$ cat config.mk
export PLATFORM = sky130hd
export DESIGN_NAME = int8_dot_product_requantize_flat
export DESIGN_NICKNAME = d
export VERILOG_FILES = /design/src/rtl/idpr_pkg.sv /design/src/rtl/idpr_if.sv /design/src/rtl/int8_dot_product_requantize.sv /design/src/rtl/idpr_lane.sv /design/src/rtl/idpr_requant.sv /design/src/flat_wrapper.sv
export SDC_FILE = /design/constraint.sdc
export NUM_CORES = 2
export LEC_CHECK = 0
export BUFFER_PORTS_ARGS = -buffer_cell sky130_fd_sc_hd__buf_2
export CORE_AREA = 2 2 314 316
export CTS_CLUSTER_SIZE = 10
export DETAILED_ROUTE_END_ITERATION = 10
export DIE_AREA = 0 0 316 318
export PLACE_DENSITY = 0.77
export SLEW_MARGIN = 20
export SYNTH_ARGS = -nofsm -noshare
export SYNTH_HDL_FRONTEND = slang
export SYNTH_SLANG_ARGS = --single-unit
$ cat constraint.sdc
create_clock -name clk -period 16 [get_ports clk]
set_clock_uncertainty 0.1 [all_clocks]
set_input_delay 3.2 -clock clk [delete_from_list [all_inputs] [get_ports clk]]
set_output_delay 3.2 -clock clk [all_outputs]
set_load 0.02 [all_outputs]
$ cat src/rtl/idpr_pkg.sv
// Shared types and constants for the int8 dot product / requantize block.
// No dependencies; compile first.
package idpr_pkg;

    localparam int BYTE_W          = 8;
    localparam int BYTES_PER_FIELD = 4;
    localparam int FIELD_W         = BYTE_W * BYTES_PER_FIELD;
    localparam int ACC_W           = 32;
    localparam int SCALE_W         = 32;
    localparam int PROD_W          = ACC_W + SCALE_W;
    localparam int LANE_PROD_W     = 2 * BYTE_W;
    localparam int ZP_W            = 8;
    localparam int CLIP_BITS       = 7;
    localparam int CLIP_HI         = (1 << CLIP_BITS) - 1;
    localparam int CLIP_LO         = -(1 << CLIP_BITS);
    // Magnitudes at or above 2^SAT_BITS clip for any zero point.
    localparam int SAT_BITS        = CLIP_BITS + 1;

    typedef logic [ACC_W-1:0] acc_t;

    // Request handed from the accumulator to the requantizer.
    typedef struct packed {
        logic [ACC_W-1:0]   sum;
        logic [SCALE_W-1:0] scale;
        logic               requantize;
    } rq_req_t;

endpackage

$ cat src/rtl/idpr_if.sv
// Channel interfaces: input beat, result beat and zero point write.
// No dependencies.
interface idpr_in_if;
    logic               valid;
    logic               ready;
    logic [31:0]        activations;
    logic [31:0]        weights_group;
    logic               first;
    logic signed [31:0] start_sum;
    logic               last;
    logic               requantize;
    logic [31:0]        scale;

    modport source (output valid, activations, weights_group, first, start_sum, last,
                    requantize, scale, input ready);
    modport sink   (input valid, activations, weights_group, first, start_sum, last,
                    requantize, scale, output ready);
endinterface

interface idpr_out_if;
    logic               valid;
    logic               ready;
    logic signed [31:0] result;

    modport source (output valid, result, input ready);
    modport sink   (input valid, result, output ready);
endinterface

interface idpr_cfg_if;
    logic              valid;
    logic              ready;
    logic signed [7:0] output_zero_point;

    modport source (output valid, output_zero_point, input ready);
    modport sink   (input valid, output_zero_point, output ready);
endinterface

$ cat src/rtl/int8_dot_product_requantize.sv
// Top level of the int8 dot product with requantization.
// Depends on idpr_pkg, idpr_if, idpr_lane and idpr_requant.
//
// Each input beat carries LANES signed byte activation/weight pairs; the lanes
// multiply them side by side and a merge adder folds the products into the
// 32-bit wrapping accumulator in the same cycle, so one beat is taken every
// clock unless din.ready is low. A beat with first set seeds the sum from
// start_sum. A beat with last set sends the sum down a four-register requantize
// pipeline (request capture, magnitude, 32x32 scale multiply, round/offset/clip
// into the output register; with requantize clear the raw sum passes), and
// dout.valid rises once it reaches the output register. While a result waits
// on dout the whole pipeline holds and din.ready drops. The zero point register
// is written on the cfg channel, which is always ready; write it only while idle.
module int8_dot_product_requantize
    import idpr_pkg::*;
#(
    parameter int LANES           = 4,
    parameter int SCALE_FRAC_BITS = 24
)
(
    input  logic       clk,
    input  logic       rst_n,
    idpr_in_if.sink    din,
    idpr_out_if.source dout,
    idpr_cfg_if.sink   cfg
);

    logic signed [LANE_PROD_W-1:0] prod [LANES];
    acc_t                          acc_reg, acc_next;
    acc_t                          lane_sum;
    logic signed [ZP_W-1:0]        zp_reg;
    logic                          adv;
    logic                          in_fire;
    rq_req_t                       req;

    // Lanes past the 32-bit fields see zero bytes, so they add nothing.
    for (genvar gl = 0; gl < LANES; gl++)
    begin : g_lane
        if (gl < BYTES_PER_FIELD)
        begin : g_mul
            idpr_lane u_lane (
                .act  ($signed(din.activations[gl*BYTE_W +: BYTE_W])),
                .wgt  ($signed(din.weights_group[gl*BYTE_W +: BYTE_W])),
                .prod (prod[gl])
            );
        end
        else
        begin : g_zero
            assign prod[gl] = '0;
        end
    end

    // Merge: sign-extend each lane product and add with wrap.
    always_comb
    begin
        lane_sum = '0;
        for (int l = 0; l < LANES; l++)
            lane_sum = lane_sum + ACC_W'(prod[l]);
        acc_next = (din.first ? acc_t'(din.start_sum) : acc_reg) + lane_sum;
    end

    assign din.ready = adv;
    assign in_fire   = din.valid && din.ready;

    // Hand the finished sum to the requantizer on a last beat.
    assign req.sum        = acc_next;
    assign req.scale      = din.scale;
    assign req.requantize = din.requantize;

    always_ff @(posedge clk or negedge rst_n)
    begin
        if (!rst_n)
        begin
            acc_reg <= '0;
            zp_reg  <= '0;
        end
        else
        begin
            if (in_fire)
                acc_reg <= acc_next;
            if (cfg.valid)
                zp_reg <= cfg.output_zero_point;
        end
    end

    assign cfg.ready = 1'b1;

    idpr_requant #(
        .SCALE_FRAC_BITS (SCALE_FRAC_BITS)
    ) u_requant (
        .clk        (clk),
        .rst_n      (rst_n),
        .zero_point (zp_reg),
        .req_valid  (in_fire && din.last),
        .req        (req),
        .adv        (adv),
        .res_valid  (dout.valid),
        .res_ready  (dout.ready),
        .result     (dout.result)
    );

endmodule

$ cat src/rtl/idpr_lane.sv
// One multiply lane: signed byte times signed byte.
// Depends on idpr_pkg.
module idpr_lane
    import idpr_pkg::*;
(
    input  logic signed [BYTE_W-1:0]      act,
    input  logic signed [BYTE_W-1:0]      wgt,
    output logic signed [LANE_PROD_W-1:0] prod
);

    assign prod = act * wgt;

endmodule

$ cat src/rtl/idpr_requant.sv
// Requantize: capture, magnitude, 32x32 scale multiply, round/offset/clip, output register.
// Depends on idpr_pkg.
module idpr_requant
    import idpr_pkg::*;
#(
    parameter int SCALE_FRAC_BITS = 24
)
(
    input  logic                   clk,
    input  logic                   rst_n,
    input  logic signed [ZP_W-1:0] zero_point,
    input  logic                   req_valid,
    input  rq_req_t                req,
    output logic                   adv,
    output logic                   res_valid,
    input  logic                   res_ready,
    output logic signed [ACC_W-1:0] result
);

    localparam int QS_W = SAT_BITS + 1;
    localparam int V_W  = SAT_BITS + 3;
    localparam logic signed [V_W-1:0] V_HI = V_W'(CLIP_HI);
    localparam logic signed [V_W-1:0] V_LO = V_W'(CLIP_LO);

    // stage 1: captured request
    logic                v1_reg, v1_next;
    rq_req_t             r1_reg, r1_next;
    // stage 2: sign and magnitude
    logic                v2_reg, v2_next;
    logic                neg2_reg, neg2_next;
    logic [ACC_W-1:0]    mag2_reg, mag2_next;
    logic [SCALE_W-1:0]  scale2_reg, scale2_next;
    logic                rq2_reg, rq2_next;
    logic [ACC_W-1:0]    raw2_reg, raw2_next;
    // stage 3: full product
    logic                v3_reg, v3_next;
    logic                neg3_reg, neg3_next;
    logic [PROD_W-1:0]   prod3_reg, prod3_next;
    logic                rq3_reg, rq3_next;
    logic [ACC_W-1:0]    raw3_reg, raw3_next;
    // output register
    logic                vo_reg, vo_next;
    logic [ACC_W-1:0]    res_reg, res_next;

    logic [PROD_W-1:0]       rnd, q;
    logic [QS_W-1:0]         qs;
    logic signed [V_W-1:0]   sq, v, vc;

    // Whole pipeline moves together; only a held result stops it.
    assign adv = !vo_reg || res_ready;

    always_comb
    begin
        v1_next     = req_valid;
        r1_next     = req;
        v2_next     = v1_reg;
        neg2_next   = r1_reg.sum[ACC_W-1];
        mag2_next   = r1_reg.sum[ACC_W-1] ? (~r1_reg.sum + ACC_W'(1)) : r1_reg.sum;
        scale2_next = r1_reg.scale;
        rq2_next    = r1_reg.requantize;
        raw2_next   = r1_reg.sum;
        v3_next     = v2_reg;
        neg3_next   = neg2_reg;
        prod3_next  = PROD_W'(mag2_reg) * PROD_W'(scale2_reg);
        rq3_next    = rq2_reg;
        raw3_next   = raw2_reg;
    end

    // Round half away from zero on the magnitude, restore sign, offset, clip.
    always_comb
    begin
        rnd = prod3_reg + (PROD_W'(1) << (SCALE_FRAC_BITS - 1));
        q   = rnd >> SCALE_FRAC_BITS;
        if (|q[PROD_W-1:SAT_BITS])
            qs = QS_W'(1) << SAT_BITS;
        else
            qs = QS_W'(q[SAT_BITS-1:0]);
        sq = neg3_reg ? -$signed(V_W'(qs)) : $signed(V_W'(qs));
        v  = sq + V_W'(zero_point);
        if (v > V_HI)
            vc = V_HI;
        else if (v < V_LO)
            vc = V_LO;
        else
            vc = v;
        vo_next  = v3_reg;
        res_next = rq3_reg ? ACC_W'(vc) : raw3_reg;
    end

    always_ff @(posedge clk or negedge rst_n)
    begin
        if (!rst_n)
        begin
            v1_reg <= 1'b0;
            v2_reg <= 1'b0;
            v3_reg <= 1'b0;
            vo_reg <= 1'b0;
        end
        else if (adv)
        begin
            v1_reg <= v1_next;
            v2_reg <= v2_next;
            v3_reg <= v3_next;
            vo_reg <= vo_next;
        end
    end

    always_ff @(posedge clk)
    begin
        if (adv)
        begin
            r1_reg     <= r1_next;
            neg2_reg   <= neg2_next;
            mag2_reg   <= mag2_next;
            scale2_reg <= scale2_next;
            rq2_reg    <= rq2_next;
            raw2_reg   <= raw2_next;
            neg3_reg   <= neg3_next;
            prod3_reg  <= prod3_next;
            rq3_reg    <= rq3_next;
            raw3_reg   <= raw3_next;
            res_reg    <= res_next;
        end
    end

    assign res_valid = vo_reg;
    assign result    = $signed(res_reg);

endmodule

$ cat src/flat_wrapper.sv
// flat-port wrapper written by rule: the top's interface ports become plain ports
module int8_dot_product_requantize_flat import idpr_pkg::*;
#(
    parameter int LANES           = 4,
    parameter int SCALE_FRAC_BITS = 24
)
  (clk, rst_n, din_valid, din_activations, din_weights_group, din_first, din_start_sum, din_last, din_requantize, din_scale, din_ready, dout_valid, dout_result, dout_ready, cfg_valid, cfg_output_zero_point, cfg_ready);
  idpr_in_if din_i ();
  idpr_out_if dout_i ();
  idpr_cfg_if cfg_i ();
  input  logic clk;
  input  logic rst_n;
  input wire logic [$bits(din_i.valid)-1:0] din_valid;
  input wire logic [$bits(din_i.activations)-1:0] din_activations;
  input wire logic [$bits(din_i.weights_group)-1:0] din_weights_group;
  input wire logic [$bits(din_i.first)-1:0] din_first;
  input wire logic [$bits(din_i.start_sum)-1:0] din_start_sum;
  input wire logic [$bits(din_i.last)-1:0] din_last;
  input wire logic [$bits(din_i.requantize)-1:0] din_requantize;
  input wire logic [$bits(din_i.scale)-1:0] din_scale;
  output wire logic [$bits(din_i.ready)-1:0] din_ready;
  output wire logic [$bits(dout_i.valid)-1:0] dout_valid;
  output wire logic [$bits(dout_i.result)-1:0] dout_result;
  input wire logic [$bits(dout_i.ready)-1:0] dout_ready;
  input wire logic [$bits(cfg_i.valid)-1:0] cfg_valid;
  input wire logic [$bits(cfg_i.output_zero_point)-1:0] cfg_output_zero_point;
  output wire logic [$bits(cfg_i.ready)-1:0] cfg_ready;
  assign din_i.valid = din_valid;
  assign din_i.activations = din_activations;
  assign din_i.weights_group = din_weights_group;
  assign din_i.first = din_first;
  assign din_i.start_sum = din_start_sum;
  assign din_i.last = din_last;
  assign din_i.requantize = din_requantize;
  assign din_i.scale = din_scale;
  assign din_ready = din_i.ready;
  assign dout_valid = dout_i.valid;
  assign dout_result = dout_i.result;
  assign dout_i.ready = dout_ready;
  assign cfg_i.valid = cfg_valid;
  assign cfg_i.output_zero_point = cfg_output_zero_point;
  assign cfg_ready = cfg_i.ready;
  int8_dot_product_requantize #(.LANES(LANES), .SCALE_FRAC_BITS(SCALE_FRAC_BITS)) u_core (.clk(clk), .rst_n(rst_n), .din(din_i), .dout(dout_i), .cfg(cfg_i));
endmodule
==> impl_metrics.py <==
metrics = {
    "run_status": {
        "status": "finished, final reports clean",
    },
    "setup_path": {
        "crit_top_cell": "fa_1",
        "worstPathArrival_ns": 12.53,
        "worstPathRequired_ns": 16.38,
        "path_class": "primary input to flip-flop",
        "cp_max_fo": 10,
        "slowest_delay_ns": 0.60,
        "slowest_stage": "o41ai_1",
        "start_kind": "primary input",
        "crit_path_end_kind": "flip-flop",
    },
    "clock_tree": {
        "h-tree-depth": 2,
        "cts-root-buf": "clkbuf_16",
        "path_clk_slew_ns": 0.05,
        "cts_sinks": 311,
        "cts.repair.resized": 0,
        "cts_setup_buffers": 0,
        "numCtsBuffers": 41,
        "hold_buffers": 0,
        "cts_tree": "built",
        "worstSkewPairLatency_ns": 0.63,
        "ctsLongestPathBuffers": 3,
    },
    "yosys": {
        "synth_top_area_share_pct": 42.0,
        "async_flop_share_pct": 14.1,
        "ys_ff_latch": 311,
        "syn-instance-count": 5970,
        "avgSynthCellArea_um2": 9.67,
        "ys_top_cells_by_count": "1482 x inv_1, 1210 x fa_1, 922 x nand2_1",
        "post-synth-top-count-cell": "inv_1",
        "synth_flop_cell": "edfxtp_1",
        "yosys_warnings": 0,
        "synth_edf_count": 267,
        "syn_area_um2": 57700,
        "synthTopCellsByArea": "fa_1 42%, edfxtp_1 14%, inv_1 9.6%",
        "synth_cell_types": 67,
        "synth_fp_nets": 7742,
        "synth-seq-area-share_pct": 15.8,
        "yosys.area.top_type": "fa_1",
    },
    "drt": {
        "wl_per_cell_um": 20.4,
        "dr.pass1.iters": 6,
        "dr.first_iter.drc_count": 3054,
        "vias": 41300,
        "wl_um": 150000,
        "drcViolationCount": 0,
        "via_per_inst": 5.61,
        "drtAntennaViolNets": 0,
    },
    "sta": {
        "fin_setup_tns_ns": 0,
        "rsz0062_at_grt": "no",
        "slew_viol_final": 0,
        "worst_pin_slew_ns": 1.01,
        "max-slew-margin-rel_pct": 31.3,
        "timing.fmax_mhz": 82.3,
        "finalHoldViolations": 0,
        "period_needed_ns": 12.15,
        "min_period_over_period_pct": 76.0,
        "setup_viol": 0,
    },
    "global_routing": {
        "grt_pass1_wl_um": 241000,
        "grt_max_degree": 158,
        "grt.met3_usage_pct": 6.01,
        "use_met1_pct": 38.1,
        "grtUsageTotal_pct": 31.2,
        "grt_pass1_vias": 44900,
        "antenna_found_initial": 5,
        "grt-busiest-layer": "met2",
        "met2_usage_pct": 51.6,
        "grt-ovfl-total": 0,
    },
    "cells_and_area": {
        "largest_reg_flops": 41,
        "final_nets": 7804,
        "drive_gt1_share_pct": 6.41,
        "fill_cells": 7771,
        "syn_to_final_growth_pct": 6.11,
    },
    "run": {
        "drv_cap": 0,
    },
    "floorplanning": {
        "rows": 115,
        "die_h_um": 318,
        "ios": 179,
        "dieArea_um2": 100000,
        "chipWidth_um": 316,
        "core-area_um2": 97400,
        "start_util_pct": 59.3,
    },
    "placed_design": {
        "gp_congestion": 0.950,
        "dp_hpwl_um": 112000,
        "io_buffer_count": 177,
    },
    "hold_path": {
        "hp-class": "flip-flop to flip-flop",
    },
}
==> through the flow <==
stage | worst slack, ns | utilization, % | cells | cell area (um2) | hold slack (ns)
after floorplan | 1.89 | - | 5970 | 57700 | 0.300
after global placement | 3.37 | 61.5 | 7276 | 59900 | 0.300
after detailed placement | 3.22 | 61.5 | 7276 | 59900 | 0.305
after CTS | 3.88 | 62.9 | 7351 | 61200 | 0.298
after global routing | 3.24 | 62.9 | 7353 | 61200 | 0.310
final | 3.85 | 62.9 | 7353 | 61200 | 0.293
==> worst max-delay path, delay by kind of cell <==
| family | cells | cell delay [ns] |
|---|---|---|
| muxes | 1 | 0.26 |
| adders and majority gates | 9 | 4.16 |
| AOI/OAI and AO/OA | 12 | 2.77 |
| and+or+nand+nor | 3 | 0.75 |
| xor gates and xnor gates | 2 | 0.51 |
| buffers and inverters | 7 | 0.86 |
==> per-layer routing <==
metal	vias to the layer above	routed length [um]
met4	0	10700
met3	556	13600
met2	1993	73100
met1	20800	52700
met5	-	0
li1	17900	-
==> kinds of logic (layout without fill, tap and decap cells) <==
| logic type | count (synthesis) | count (layout) | synth area share, % |
|---|---|---|---|
| buffers and inverters | 1714 | 1808 | 11.2 |
| and+or+nand+nor | 1659 | 1659 | 13.4 |
| xor gates and xnor gates | 188 | 188 | 2.85 |
| AOI/OAI and AO/OA | 395 | 395 | 4.34 |
| other | 1 | 3 | 0.00650 |
| muxes | 74 | 74 | 1.42 |
| DFF | 311 | 311 | 15.8 |
| adders and majority gates | 1628 | 1628 | 51.0 |
==> layout by cell type, fill, tap and decap left out, types with 10 or more instances in the layout <==
cell	synthesis	final
and2_1	416	416
nor2_1	124	124
fa_1	1210	1210
nand2_1	922	922
nor2b_1	14	14
xnor2_1	142	141
nand2b_1	27	26
edfxtp_1	267	267
ha_1	418	418
nor3_1	29	29
mux2i_1	10	10
a31oi_1	13	13
o21ai_0	82	82
a21o_1	49	49
clkbuf_16	0	42
o21a_1	16	16
and3_1	19	19
mux2_2	64	64
a211oi_1	12	12
nand3_1	36	36
dfrtp_1	44	44
xor2_1	46	46
nand4_1	21	21
or3_1	16	16
o31ai_1	18	18
buf_2	2	177
buf_4	1	72
o21bai_1	21	21
clkbuf_1	224	18
a21oi_1	123	123
inv_1	1482	1482
==> path summary, 6_finish.rpt <==
check	start	to	slack (ns)	depth (start not counted)
hold reg to reg	u_core.u_requant.raw2_reg[24]	u_core.u_requant.raw3_reg[24]	0.29	0
min in group asynchronous	rst_n	u_core.acc_reg[2]	2.63	2
max in group asynchronous	rst_n	u_core.u_requant.res_valid	12.65	2
setup / recovery	din_weights_group[8]	u_core.acc_reg[30]	3.85	34
hold / removal	u_core.u_requant.raw2_reg[24]	u_core.u_requant.raw3_reg[24]	0.29	0
setup reg to reg	u_core.u_requant.mag2_reg[15]	u_core.u_requant.prod3_reg[63]	6.24	29
==> layout make-up <==
class	count	area, um2	area share [%]
Timing Repair Buffer	250	1450	2.36
Antenna cell	2	5.00	0.00817
Clock buffer	62	1150	1.87
Sequential cell	311	9120	14.9
Tap cell	1287	1610	2.63
Clock inverter	13	176	0.288
Inverter	1483	5570	9.09
Multi-Input combinational cell	3945	42200	68.9
Power is not shown: default switching activity piles up to over one toggle a cycle in this logic, so the estimate is an artifact.
